<file path="config.mk">
export PLATFORM = sky130hd
export DESIGN_NAME = rc4_stream_cipher_top
export DESIGN_NICKNAME = d
export VERILOG_FILES = /design/src/rtl/rc4_pkg.sv /design/src/rtl/rc4_ram.sv /design/src/rtl/rc4_engine.sv /design/src/rtl/rc4_stream_cipher_top.sv
export SDC_FILE = /design/constraint.sdc
export NUM_CORES = 2
export LEC_CHECK = 0
export ABC_CLOCK_PERIOD_IN_PS = 6430
export BUFFER_PORTS_ARGS = -buffer_cell sky130_fd_sc_hd__buf_2
export CORE_MARGIN = 2
export CORE_UTILIZATION = 60
export DETAILED_ROUTE_END_ITERATION = 16
export MAX_ROUTING_LAYER = met4
export PLACE_DENSITY = 0.73
export REMOVE_ABC_BUFFERS = 1
export SYNTH_ARGS = -nofsm -noshare
export SYNTH_HDL_FRONTEND = slang
export SYNTH_SLANG_ARGS = --single-unit
</file>
<file path="constraint.sdc">
create_clock -name i_clk -period 6.43 [get_ports i_clk]
set_input_delay 0.3215 -clock i_clk [delete_from_list [all_inputs] [get_ports i_clk]]
set_output_delay 0.3215 -clock i_clk [all_outputs]
set_load 0.01 [all_outputs]
</file>
<file path="src/rtl/rc4_pkg.sv">
// Shared constants, codes and interface types for the RC4 engine.
package rc4_pkg;

    localparam int KEY_MAX_LEN = 256;
    localparam int SBOX_DEPTH  = 256;
    localparam int BYTE_W      = 8;
    localparam int ADDR_W      = $clog2(SBOX_DEPTH);
    localparam int KCNT_W      = $clog2(KEY_MAX_LEN) + 1;
    localparam int STATUS_W    = 2;

    localparam logic OP_KEY  = 1'b0;
    localparam logic OP_DATA = 1'b1;

    localparam logic [STATUS_W-1:0] ST_KEY_DONE = 2'd0;
    localparam logic [STATUS_W-1:0] ST_DATA_OK  = 2'd1;
    localparam logic [STATUS_W-1:0] ST_NO_KEY   = 2'd2;

    typedef logic [BYTE_W-1:0] t_byte;
    typedef logic [ADDR_W-1:0] t_addr;

    typedef struct packed {
        logic               key_wr;
        t_addr              key_addr;
        t_byte              key_data;
        logic               start_ksa;
        logic [KCNT_W-1:0]  key_len;
        logic               start_prga;
    } t_eng_req;

    typedef struct packed {
        logic  done;
        t_byte ks_byte;
    } t_eng_rsp;

endpackage

</file>
<file path="src/rtl/rc4_ram.sv">
// Generic single-write, single-read RAM with registered read (old data on collision).
module rc4_ram #(
    parameter int WIDTH = 8,
    parameter int DEPTH = 256
) (
    input  logic                     i_clk,
    input  logic                     i_we,
    input  logic [$clog2(DEPTH)-1:0] i_waddr,
    input  logic [WIDTH-1:0]         i_wdata,
    input  logic [$clog2(DEPTH)-1:0] i_raddr,
    output logic [WIDTH-1:0]         o_rdata
);

    logic [WIDTH-1:0] r_mem [DEPTH];
    logic [WIDTH-1:0] r_rdata;

    always_ff @(posedge i_clk) begin
        if (i_we) begin
            r_mem[i_waddr] <= i_wdata;
        end
        r_rdata <= r_mem[i_raddr];
    end

    assign o_rdata = r_rdata;

endmodule

</file>
<file path="src/rtl/rc4_engine.sv">
// S-box sequencer: key schedule and keystream generation around one shared byte adder.
module rc4_engine import rc4_pkg::*; (
    input  logic     i_clk,
    input  logic     i_rst_n,
    input  t_eng_req i_req,
    output t_eng_rsp o_rsp
);

    localparam logic [3:0] E_IDLE = 4'd0;
    localparam logic [3:0] E_FILL = 4'd1;
    localparam logic [3:0] K_RD   = 4'd2;
    localparam logic [3:0] K_J    = 4'd3;
    localparam logic [3:0] K_WN   = 4'd4;
    localparam logic [3:0] K_WJ   = 4'd5;
    localparam logic [3:0] P_RJ   = 4'd6;
    localparam logic [3:0] P_WI   = 4'd7;
    localparam logic [3:0] P_OUT  = 4'd8;

    logic [3:0]        r_state, n_state;
    t_addr             r_n, n_n;
    t_addr             r_k, n_k;
    t_addr             r_i, n_i;
    t_addr             r_j, n_j;
    t_addr             r_t, n_t;
    t_byte             r_sa, n_sa;
    t_byte             r_sb, n_sb;
    logic [KCNT_W-1:0] r_len, n_len;

    logic  s_we;
    t_addr s_waddr;
    t_byte s_wdata;
    t_addr s_raddr;
    t_byte s_rdata;
    t_byte k_rdata;

    // shared adder
    t_byte add_a, add_b, add_c, add_sum;
    assign add_sum = add_a + add_b + add_c;

    rc4_ram #(.WIDTH(BYTE_W), .DEPTH(SBOX_DEPTH)) u_sbox (
        .i_clk   (i_clk),
        .i_we    (s_we),
        .i_waddr (s_waddr),
        .i_wdata (s_wdata),
        .i_raddr (s_raddr),
        .o_rdata (s_rdata)
    );

    rc4_ram #(.WIDTH(BYTE_W), .DEPTH(KEY_MAX_LEN)) u_key (
        .i_clk   (i_clk),
        .i_we    (i_req.key_wr),
        .i_waddr (i_req.key_addr[$clog2(KEY_MAX_LEN)-1:0]),
        .i_wdata (i_req.key_data),
        .i_raddr (r_k[$clog2(KEY_MAX_LEN)-1:0]),
        .o_rdata (k_rdata)
    );

    always_comb begin
        n_state = r_state;
        n_n     = r_n;
        n_k     = r_k;
        n_i     = r_i;
        n_j     = r_j;
        n_t     = r_t;
        n_sa    = r_sa;
        n_sb    = r_sb;
        n_len   = r_len;
        s_we    = 1'b0;
        s_waddr = r_n;
        s_wdata = r_n;
        s_raddr = r_n;
        add_a   = r_j;
        add_b   = s_rdata;
        add_c   = '0;
        o_rsp   = '0;
        unique case (r_state)
            E_IDLE: begin
                if (i_req.start_ksa) begin
                    n_n     = '0;
                    n_len   = i_req.key_len;
                    n_state = E_FILL;
                end else if (i_req.start_prga) begin
                    n_i     = r_i + 1'b1;
                    s_raddr = r_i + 1'b1;
                    n_state = P_RJ;
                end
            end
            E_FILL: begin
                s_we = 1'b1;
                n_n  = r_n + 1'b1;
                if (r_n == '1) begin
                    n_j     = '0;
                    n_k     = '0;
                    n_state = K_RD;
                end
            end
            K_RD: begin
                n_state = K_J;
            end
            K_J: begin
                add_c   = k_rdata;
                n_j     = add_sum;
                n_sa    = s_rdata;
                s_raddr = add_sum;
                n_state = K_WN;
            end
            K_WN: begin
                s_we    = 1'b1;
                s_wdata = s_rdata;
                n_state = K_WJ;
            end
            K_WJ: begin
                s_we    = 1'b1;
                s_waddr = r_j;
                s_wdata = r_sa;
                n_n     = r_n + 1'b1;
                // key index runs modulo the key length
                if ({1'b0, r_k} + 1'b1 == r_len) begin
                    n_k = '0;
                end else begin
                    n_k = r_k + 1'b1;
                end
                if (r_n == '1) begin
                    o_rsp.done = 1'b1;
                    n_i        = '0;
                    n_j        = '0;
                    n_state    = E_IDLE;
                end else begin
                    n_state = K_RD;
                end
            end
            P_RJ: begin
                n_j     = add_sum;
                n_sa    = s_rdata;
                s_raddr = add_sum;
                n_state = P_WI;
            end
            P_WI: begin
                // S[i] <= S[j]; read S[t] in parallel, collisions fixed up next cycle
                s_we    = 1'b1;
                s_waddr = r_i;
                s_wdata = s_rdata;
                n_sb    = s_rdata;
                add_a   = r_sa;
                n_t     = add_sum;
                s_raddr = add_sum;
                n_state = P_OUT;
            end
            P_OUT: begin
                s_we       = 1'b1;
                s_waddr    = r_j;
                s_wdata    = r_sa;
                o_rsp.done = 1'b1;
                if (r_t == r_j) begin
                    o_rsp.ks_byte = r_sa;
                end else if (r_t == r_i) begin
                    o_rsp.ks_byte = r_sb;
                end else begin
                    o_rsp.ks_byte = s_rdata;
                end
                n_state = E_IDLE;
            end
            default: begin
                n_state = E_IDLE;
            end
        endcase
    end

    always_ff @(posedge i_clk) begin
        if (!i_rst_n) begin
            r_state <= E_IDLE;
            r_i     <= '0;
            r_j     <= '0;
        end else begin
            r_state <= n_state;
            r_i     <= n_i;
            r_j     <= n_j;
        end
    end

    always_ff @(posedge i_clk) begin
        r_n   <= n_n;
        r_k   <= n_k;
        r_t   <= n_t;
        r_sa  <= n_sa;
        r_sb  <= n_sb;
        r_len <= n_len;
    end

endmodule

</file>
<file path="src/rtl/rc4_stream_cipher_top.sv">
// RC4 stream cipher top level: stream handshakes, key loading and result buffering.
//
// RC4 engine on stream ports. A key byte (tuser 0) is stored in the key RAM; the
// word with tlast set ends the key and starts the key schedule, which keeps the
// engine busy while it fills the S-box and then, for each entry, reads S[n] and
// the key byte, adds up j, reads S[j] and writes the swap in two steps, set by
// the single write and single read port of the S-box RAM. It answers with status
// 0. A data byte (tuser 1) keeps the engine busy through an S[i] read, an S[j]
// read and two swap writes with the S[t] read folded in, and returns the byte
// XORed with the next keystream byte, status 1. Data before a complete key is
// rejected at once with status 2. Key bytes beyond 256 are dropped. Every result
// passes a holding register on its way to the output register, so the next word
// is taken only once the result has left the holding register. One result may
// wait on the master side while the next word is processed.
module rc4_stream_cipher_top import rc4_pkg::*; (
    input  logic                i_clk,
    input  logic                i_rst_n,
    input  logic                s_axis_tvalid,
    output logic                s_axis_tready,
    input  logic [7:0]          s_axis_tdata,   // [7:0] byte_in
    input  logic                s_axis_tlast,   // is_last
    input  logic                s_axis_tuser,   // [0] op
    output logic                m_axis_tvalid,
    input  logic                m_axis_tready,
    output logic [7:0]          m_axis_tdata,   // [7:0] byte_out
    output logic [STATUS_W-1:0] m_axis_tuser    // [1:0] status
);

    logic              r_loading, r_keyed, r_busy, r_busy_op;
    logic [KCNT_W-1:0] r_key_count;
    t_byte             r_data;
    logic              r_pend_valid;
    logic [STATUS_W-1:0] r_pend_status;
    t_byte             r_pend_byte;
    logic              r_out_valid;
    logic [STATUS_W-1:0] r_out_status;
    t_byte             r_out_byte;

    logic              in_acc, key_acc, data_acc, storable;
    logic [KCNT_W-1:0] base_count, new_count;
    logic              pend_move;
    t_eng_req          req;
    t_eng_rsp          rsp;

    assign s_axis_tready = !r_busy && !r_pend_valid;
    assign in_acc   = s_axis_tvalid && s_axis_tready;
    assign key_acc  = in_acc && (s_axis_tuser == OP_KEY);
    assign data_acc = in_acc && (s_axis_tuser == OP_DATA);

    // first byte of a new key restarts the count
    assign base_count = r_loading ? r_key_count : '0;
    assign storable   = base_count < KCNT_W'(KEY_MAX_LEN);
    assign new_count  = base_count + KCNT_W'(storable);

    always_comb begin
        req            = '0;
        req.key_wr     = key_acc && storable;
        req.key_addr   = base_count[ADDR_W-1:0];
        req.key_data   = s_axis_tdata;
        req.start_ksa  = key_acc && s_axis_tlast;
        req.key_len    = new_count;
        req.start_prga = data_acc && r_keyed;
    end

    rc4_engine u_engine (
        .i_clk   (i_clk),
        .i_rst_n (i_rst_n),
        .i_req   (req),
        .o_rsp   (rsp)
    );

    assign pend_move = r_pend_valid && (!r_out_valid || m_axis_tready);

    always_ff @(posedge i_clk) begin
        if (!i_rst_n) begin
            r_loading    <= 1'b0;
            r_keyed      <= 1'b0;
            r_busy       <= 1'b0;
            r_key_count  <= '0;
            r_pend_valid <= 1'b0;
            r_out_valid  <= 1'b0;
        end else begin
            if (key_acc) begin
                r_keyed <= 1'b0;
                if (s_axis_tlast) begin
                    r_loading   <= 1'b0;
                    r_key_count <= '0;
                    r_busy      <= 1'b1;
                end else begin
                    r_loading   <= 1'b1;
                    r_key_count <= new_count;
                end
            end else if (data_acc && r_keyed) begin
                r_busy <= 1'b1;
            end

            if (r_busy && rsp.done) begin
                r_busy <= 1'b0;
                if (r_busy_op == OP_KEY) begin
                    r_keyed <= 1'b1;
                end
            end

            if ((r_busy && rsp.done) || (data_acc && !r_keyed)) begin
                r_pend_valid <= 1'b1;
            end else if (pend_move) begin
                r_pend_valid <= 1'b0;
            end

            if (pend_move) begin
                r_out_valid <= 1'b1;
            end else if (m_axis_tready) begin
                r_out_valid <= 1'b0;
            end
        end
    end

    always_ff @(posedge i_clk) begin
        if (in_acc) begin
            r_busy_op <= s_axis_tuser;
            r_data    <= s_axis_tdata;
        end
        if (r_busy && rsp.done) begin
            if (r_busy_op == OP_KEY) begin
                r_pend_status <= ST_KEY_DONE;
                r_pend_byte   <= '0;
            end else begin
                r_pend_status <= ST_DATA_OK;
                r_pend_byte   <= r_data ^ rsp.ks_byte;
            end
        end else if (data_acc && !r_keyed) begin
            r_pend_status <= ST_NO_KEY;
            r_pend_byte   <= '0;
        end
        if (pend_move) begin
            r_out_status <= r_pend_status;
            r_out_byte   <= r_pend_byte;
        end
    end

    assign m_axis_tvalid = r_out_valid;
    assign m_axis_tdata  = r_out_byte;
    assign m_axis_tuser  = r_out_status;

endmodule
</file>
==> results.cfg <==
[synth]
synth_mux_area_share_pct = 14.69
synth_compound_area_share_pct = 2.366
syn_inst = 8431
synth_warnings = 0
ys_top_cells_by_area = edfxtp_1, mux4_2, nand2_1
netlist_area_um2 = 165600
synth-main-ff-cell = edfxtp_1
synth-simple-area-share_pct = 4.629
synthXorXnorAreaFrac_pct = 0.3098
synthArstFlopShare_pct = 0
synth_top_area_share_pct = 75.70
ys_seq_area_share_pct = 76.31
synth_fa_ha_area_share_pct = 0.1874
synth_seq_cells = 4224
synth_top_family_by_area = multiplexers
synth.avg_cell_area_um2 = 19.64
synth_edf_count = 4174
yosysTopAreaCell = edfxtp_1
yosys.cell_types.count = 81

[sta]
fin_skew_ns = 0.05780
max_freq_ghz = 0.1613
finalSetupTns_ns = 0
tightest_slew_ns = 1.320
slew_viol_final = 0
fin_ws_ns = 0.2286
hold_violations = 0
min_period_ns = 6.201
post-route-period-util_pct = 96.45
setup_viol = 0
slew_headroom_pct = 10.87
rsz0062_at_grt = false

[clock_network]
cts_made_buffers = 407
ctsHtreeMaxLevel = 5
clk_pin_slew_ns = 0.06
cts_tree = done
clock_latency_ns = 0.99
post_cts_buffers = 0
cts_sinks = 4224
cts_root_buffer = clkbuf_16
cts_buffer_depth = 4

[finish]
fin_area_um2 = 183200
final_nets = 8606
stdcell_count = 12605
layout-drive-gt1-share_pct = 20.59
area_growth_pct = 10.66

[placed_design]
dp_hpwl_um = 242900
pre_cts_slack_ns = 0.2102
portBuffers = 25
place_area_um2 = 170100
place_inst = 11841
globalplace.congestion = 0.9850

[global_routing]
grt_max_degree = 202
grt_pass1_vias = 83142
grt-ovfl-total = 0
grt.total_usage_pct = 30.04
grt_antenna_before_repair = 12
grt_pass1_wl_um = 590300

[routing]
first_pass_iters = 8
post-route-drc-count = 0
drt_iter0_drc = 12823
drt-wirelength-per-cell_um = 32.29
vias = 84900
via_per_inst = 6.735
wl_um = 407000
ant_nets = 0

[die]
coreArea_um2 = 274100
fp.dieH_um = 529.3
die_w_um = 529.3
die_area_um2 = 280200
ios = 26
start_util_pct = 60.40
rows = 192

[critical_path]
cp.required_ns = 7.28
crit_type = flip-flop to flip-flop
path_delay_family = compound AO/OA/AOI/OAI gates
worstPathCellList = nor2b_1, and3_1, mux2_2, fa_1, ha_1, fa_1, a21o_1, a21oi_1, xnor2_1, a221o_1, buf_4, nand2_1, a2111oi_1, nor3_1, o311ai_0, o211ai_1, and3_1
crit_fanout = 16
r2r_cells = 17
endpoint = u_engine.u_sbox.o_rdata[1]$_DFF_P_
crit_arrival_ns = 7.05
r2r_end = u_engine.u_sbox.o_rdata[1]$_DFF_P_
endpoint_kind = flip-flop
rrSetupSlack_ns = 0.23
worstSetupStartpoint = u_engine.r_state[3]$_SDFFE_PN0P_
crit_buf_inv = 1
path_depth = 17
startpoint_type = flip-flop
cpPeakStageDelay_ns = 0.69
rr_startpoint = u_engine.r_state[3]$_SDFFE_PN0P_
critPathSlowestCell = a2111oi_1

[pwr]
ir_drop_v = 0.0005181
power.leakage_nw = 57.47
p_per_area_nw_per_um2 = 406.5

[job]
maxCapViolations = 0

[run_status]
status = complete, no violations

[worst_hold_path]
min_path_type = input port to flip-flop
==> metal layers <==
metal / vias to the layer above / global-route usage [%] / wire [um] / part of all wire (%)
met4: 0 / 11.70 / 18830 / 4.6
met3: 886 / 4.664 / 40230 / 9.9
met5: - / - / 0 / 0
met1: 44059 / 41.54 / 152400 / 37
met2: 5445 / 45.80 / 195600 / 48
li1: 34510 / - / - / -
==> worst register-to-register path: stages (launching register included) <==
cell and delay (ns):
dfxtp_1 0.40, nor2b_1 0.22, and3_1 0.40, mux2_2 0.39
fa_1 0.48, ha_1 0.22, fa_1 0.45, a21o_1 0.19
a21oi_1 0.22, xnor2_1 0.33, a221o_1 0.31, buf_4 0.23
nand2_1 0.44, a2111oi_1 0.69, nor3_1 0.09, o311ai_0 0.68
o211ai_1 0.17, and3_1 0.19
==> layout make-up <==
type                    count  area (um2)
diodes                      9       22.52
clock buffers             514       10800
clock inverters           233        2180
fillers                 17214       90880
inverters                  19       131.4
multi-input cells        3695       36920
flip-flops and latches   4224      126300
well taps                3686        4612
repair buffers            225        2215
==> sequential cells by signal (all words and copies together) (netlist names), 9 cells and up <==
register               flops
r_key_count                9
u_engine.r_len             9
u_engine.u_key.r_mem    2048
u_engine.u_sbox.r_mem   2048
==> layout by cell type, fill, tap and decap left out, types with 36 or more instances in the layout <==
cell type	n
nor3_1	97
nand3_1	146
dfxtp_1	50
mux4_2	990
o21ai_0	49
clkbuf_16	414
clkbuf_1	94
clkinv_1	82
edfxtp_1	4174
buf_4	151
a21oi_1	282
o22ai_1	42
nor2_1	634
clkinv_2	80
mux2i_1	158
nand2_1	790
o221ai_1	36
buf_12	40
==> cells by family (layout without fill, tap and decap cells) <==
group                      after synthesis  count (layout)
and+or+nand+nor                       1841            1841
xor gates and xnor gates                57              57
adders and majority gates               20              20
AOI/OAI and AO/OA                      608             608
buffers and inverters                  512             991
DFF                                   4224            4224
muxes                                 1169            1169
other                                    0               9
==> what timing repair did <==
action | 4_1_cts | 5_1_grt
setup endpoints to repair | 0 | 2
resized for setup | 0 | 2
hold buffers | 8 | 0
hold endpoints to repair | 212 | 0
==> report_power, final <==
part | total [W] | internal, W | leakage [nW] | switching, W
Sequential | 0.0336 | 0.0333 | 38.0 | 0.000269
Clock | 0.0233 | 0.0132 | 6.33 | 0.0102
Combinational | 0.0175 | 0.00523 | 13.1 | 0.0123
==> metrics by stage <==
stage | util (%) | total power, W | hold WS [ns]
2_1_floorplan | - | 0.04548 | 0.4003
3_3_place_gp | 62.07 | 0.05106 | 0.4100
3_5_place_dp | 62.07 | 0.05139 | 0.4072
4_1_cts | 66.83 | 0.07440 | 0.01505
5_1_grt | 66.84 | 0.07640 | 0.08831
6_report | 66.84 | 0.07447 | 0.04305
==> synth_stat cells (29+ instances only) <==
| library cell | instances |
|---|---|
| a21oi_1 | 282 |
| buf_6 | 39 |
| clkbuf_1 | 277 |
| nor3_1 | 97 |
| nand2_1 | 795 |
| mux2i_1 | 158 |
| o22ai_1 | 42 |
| mux4_2 | 990 |
| buf_2 | 30 |
| nor2_1 | 637 |
| dfxtp_1 | 50 |
| o221ai_1 | 36 |
| xnor2_1 | 29 |
| o21ai_0 | 49 |
| nand3_1 | 153 |
| buf_1 | 114 |
| and3_1 | 29 |
| edfxtp_1 | 4174 |
==> worst min path at each step <==
stage	depth (start not counted)	start	end
2_1_floorplan	0	r_pend_byte[0]$_SDFFCE_PN0P_	m_axis_tdata[0]$_DFFE_PP_
3_3_place_gp	0	r_pend_status[1]$_SDFFCE_PP0P_	m_axis_tuser[1]$_DFFE_PP_
3_5_place_dp	0	r_pend_status[0]$_SDFFCE_PN0P_	m_axis_tuser[0]$_DFFE_PP_
4_1_cts	1	s_axis_tdata[0]	u_engine.u_key.r_mem[58][0]$_DFFE_PP_
5_1_grt	1	s_axis_tdata[0]	u_engine.u_key.r_mem[46][0]$_DFFE_PP_
6_report	1	s_axis_tdata[0]	u_engine.u_key.r_mem[58][0]$_DFFE_PP_
Power figures use the tool's default switching activity.
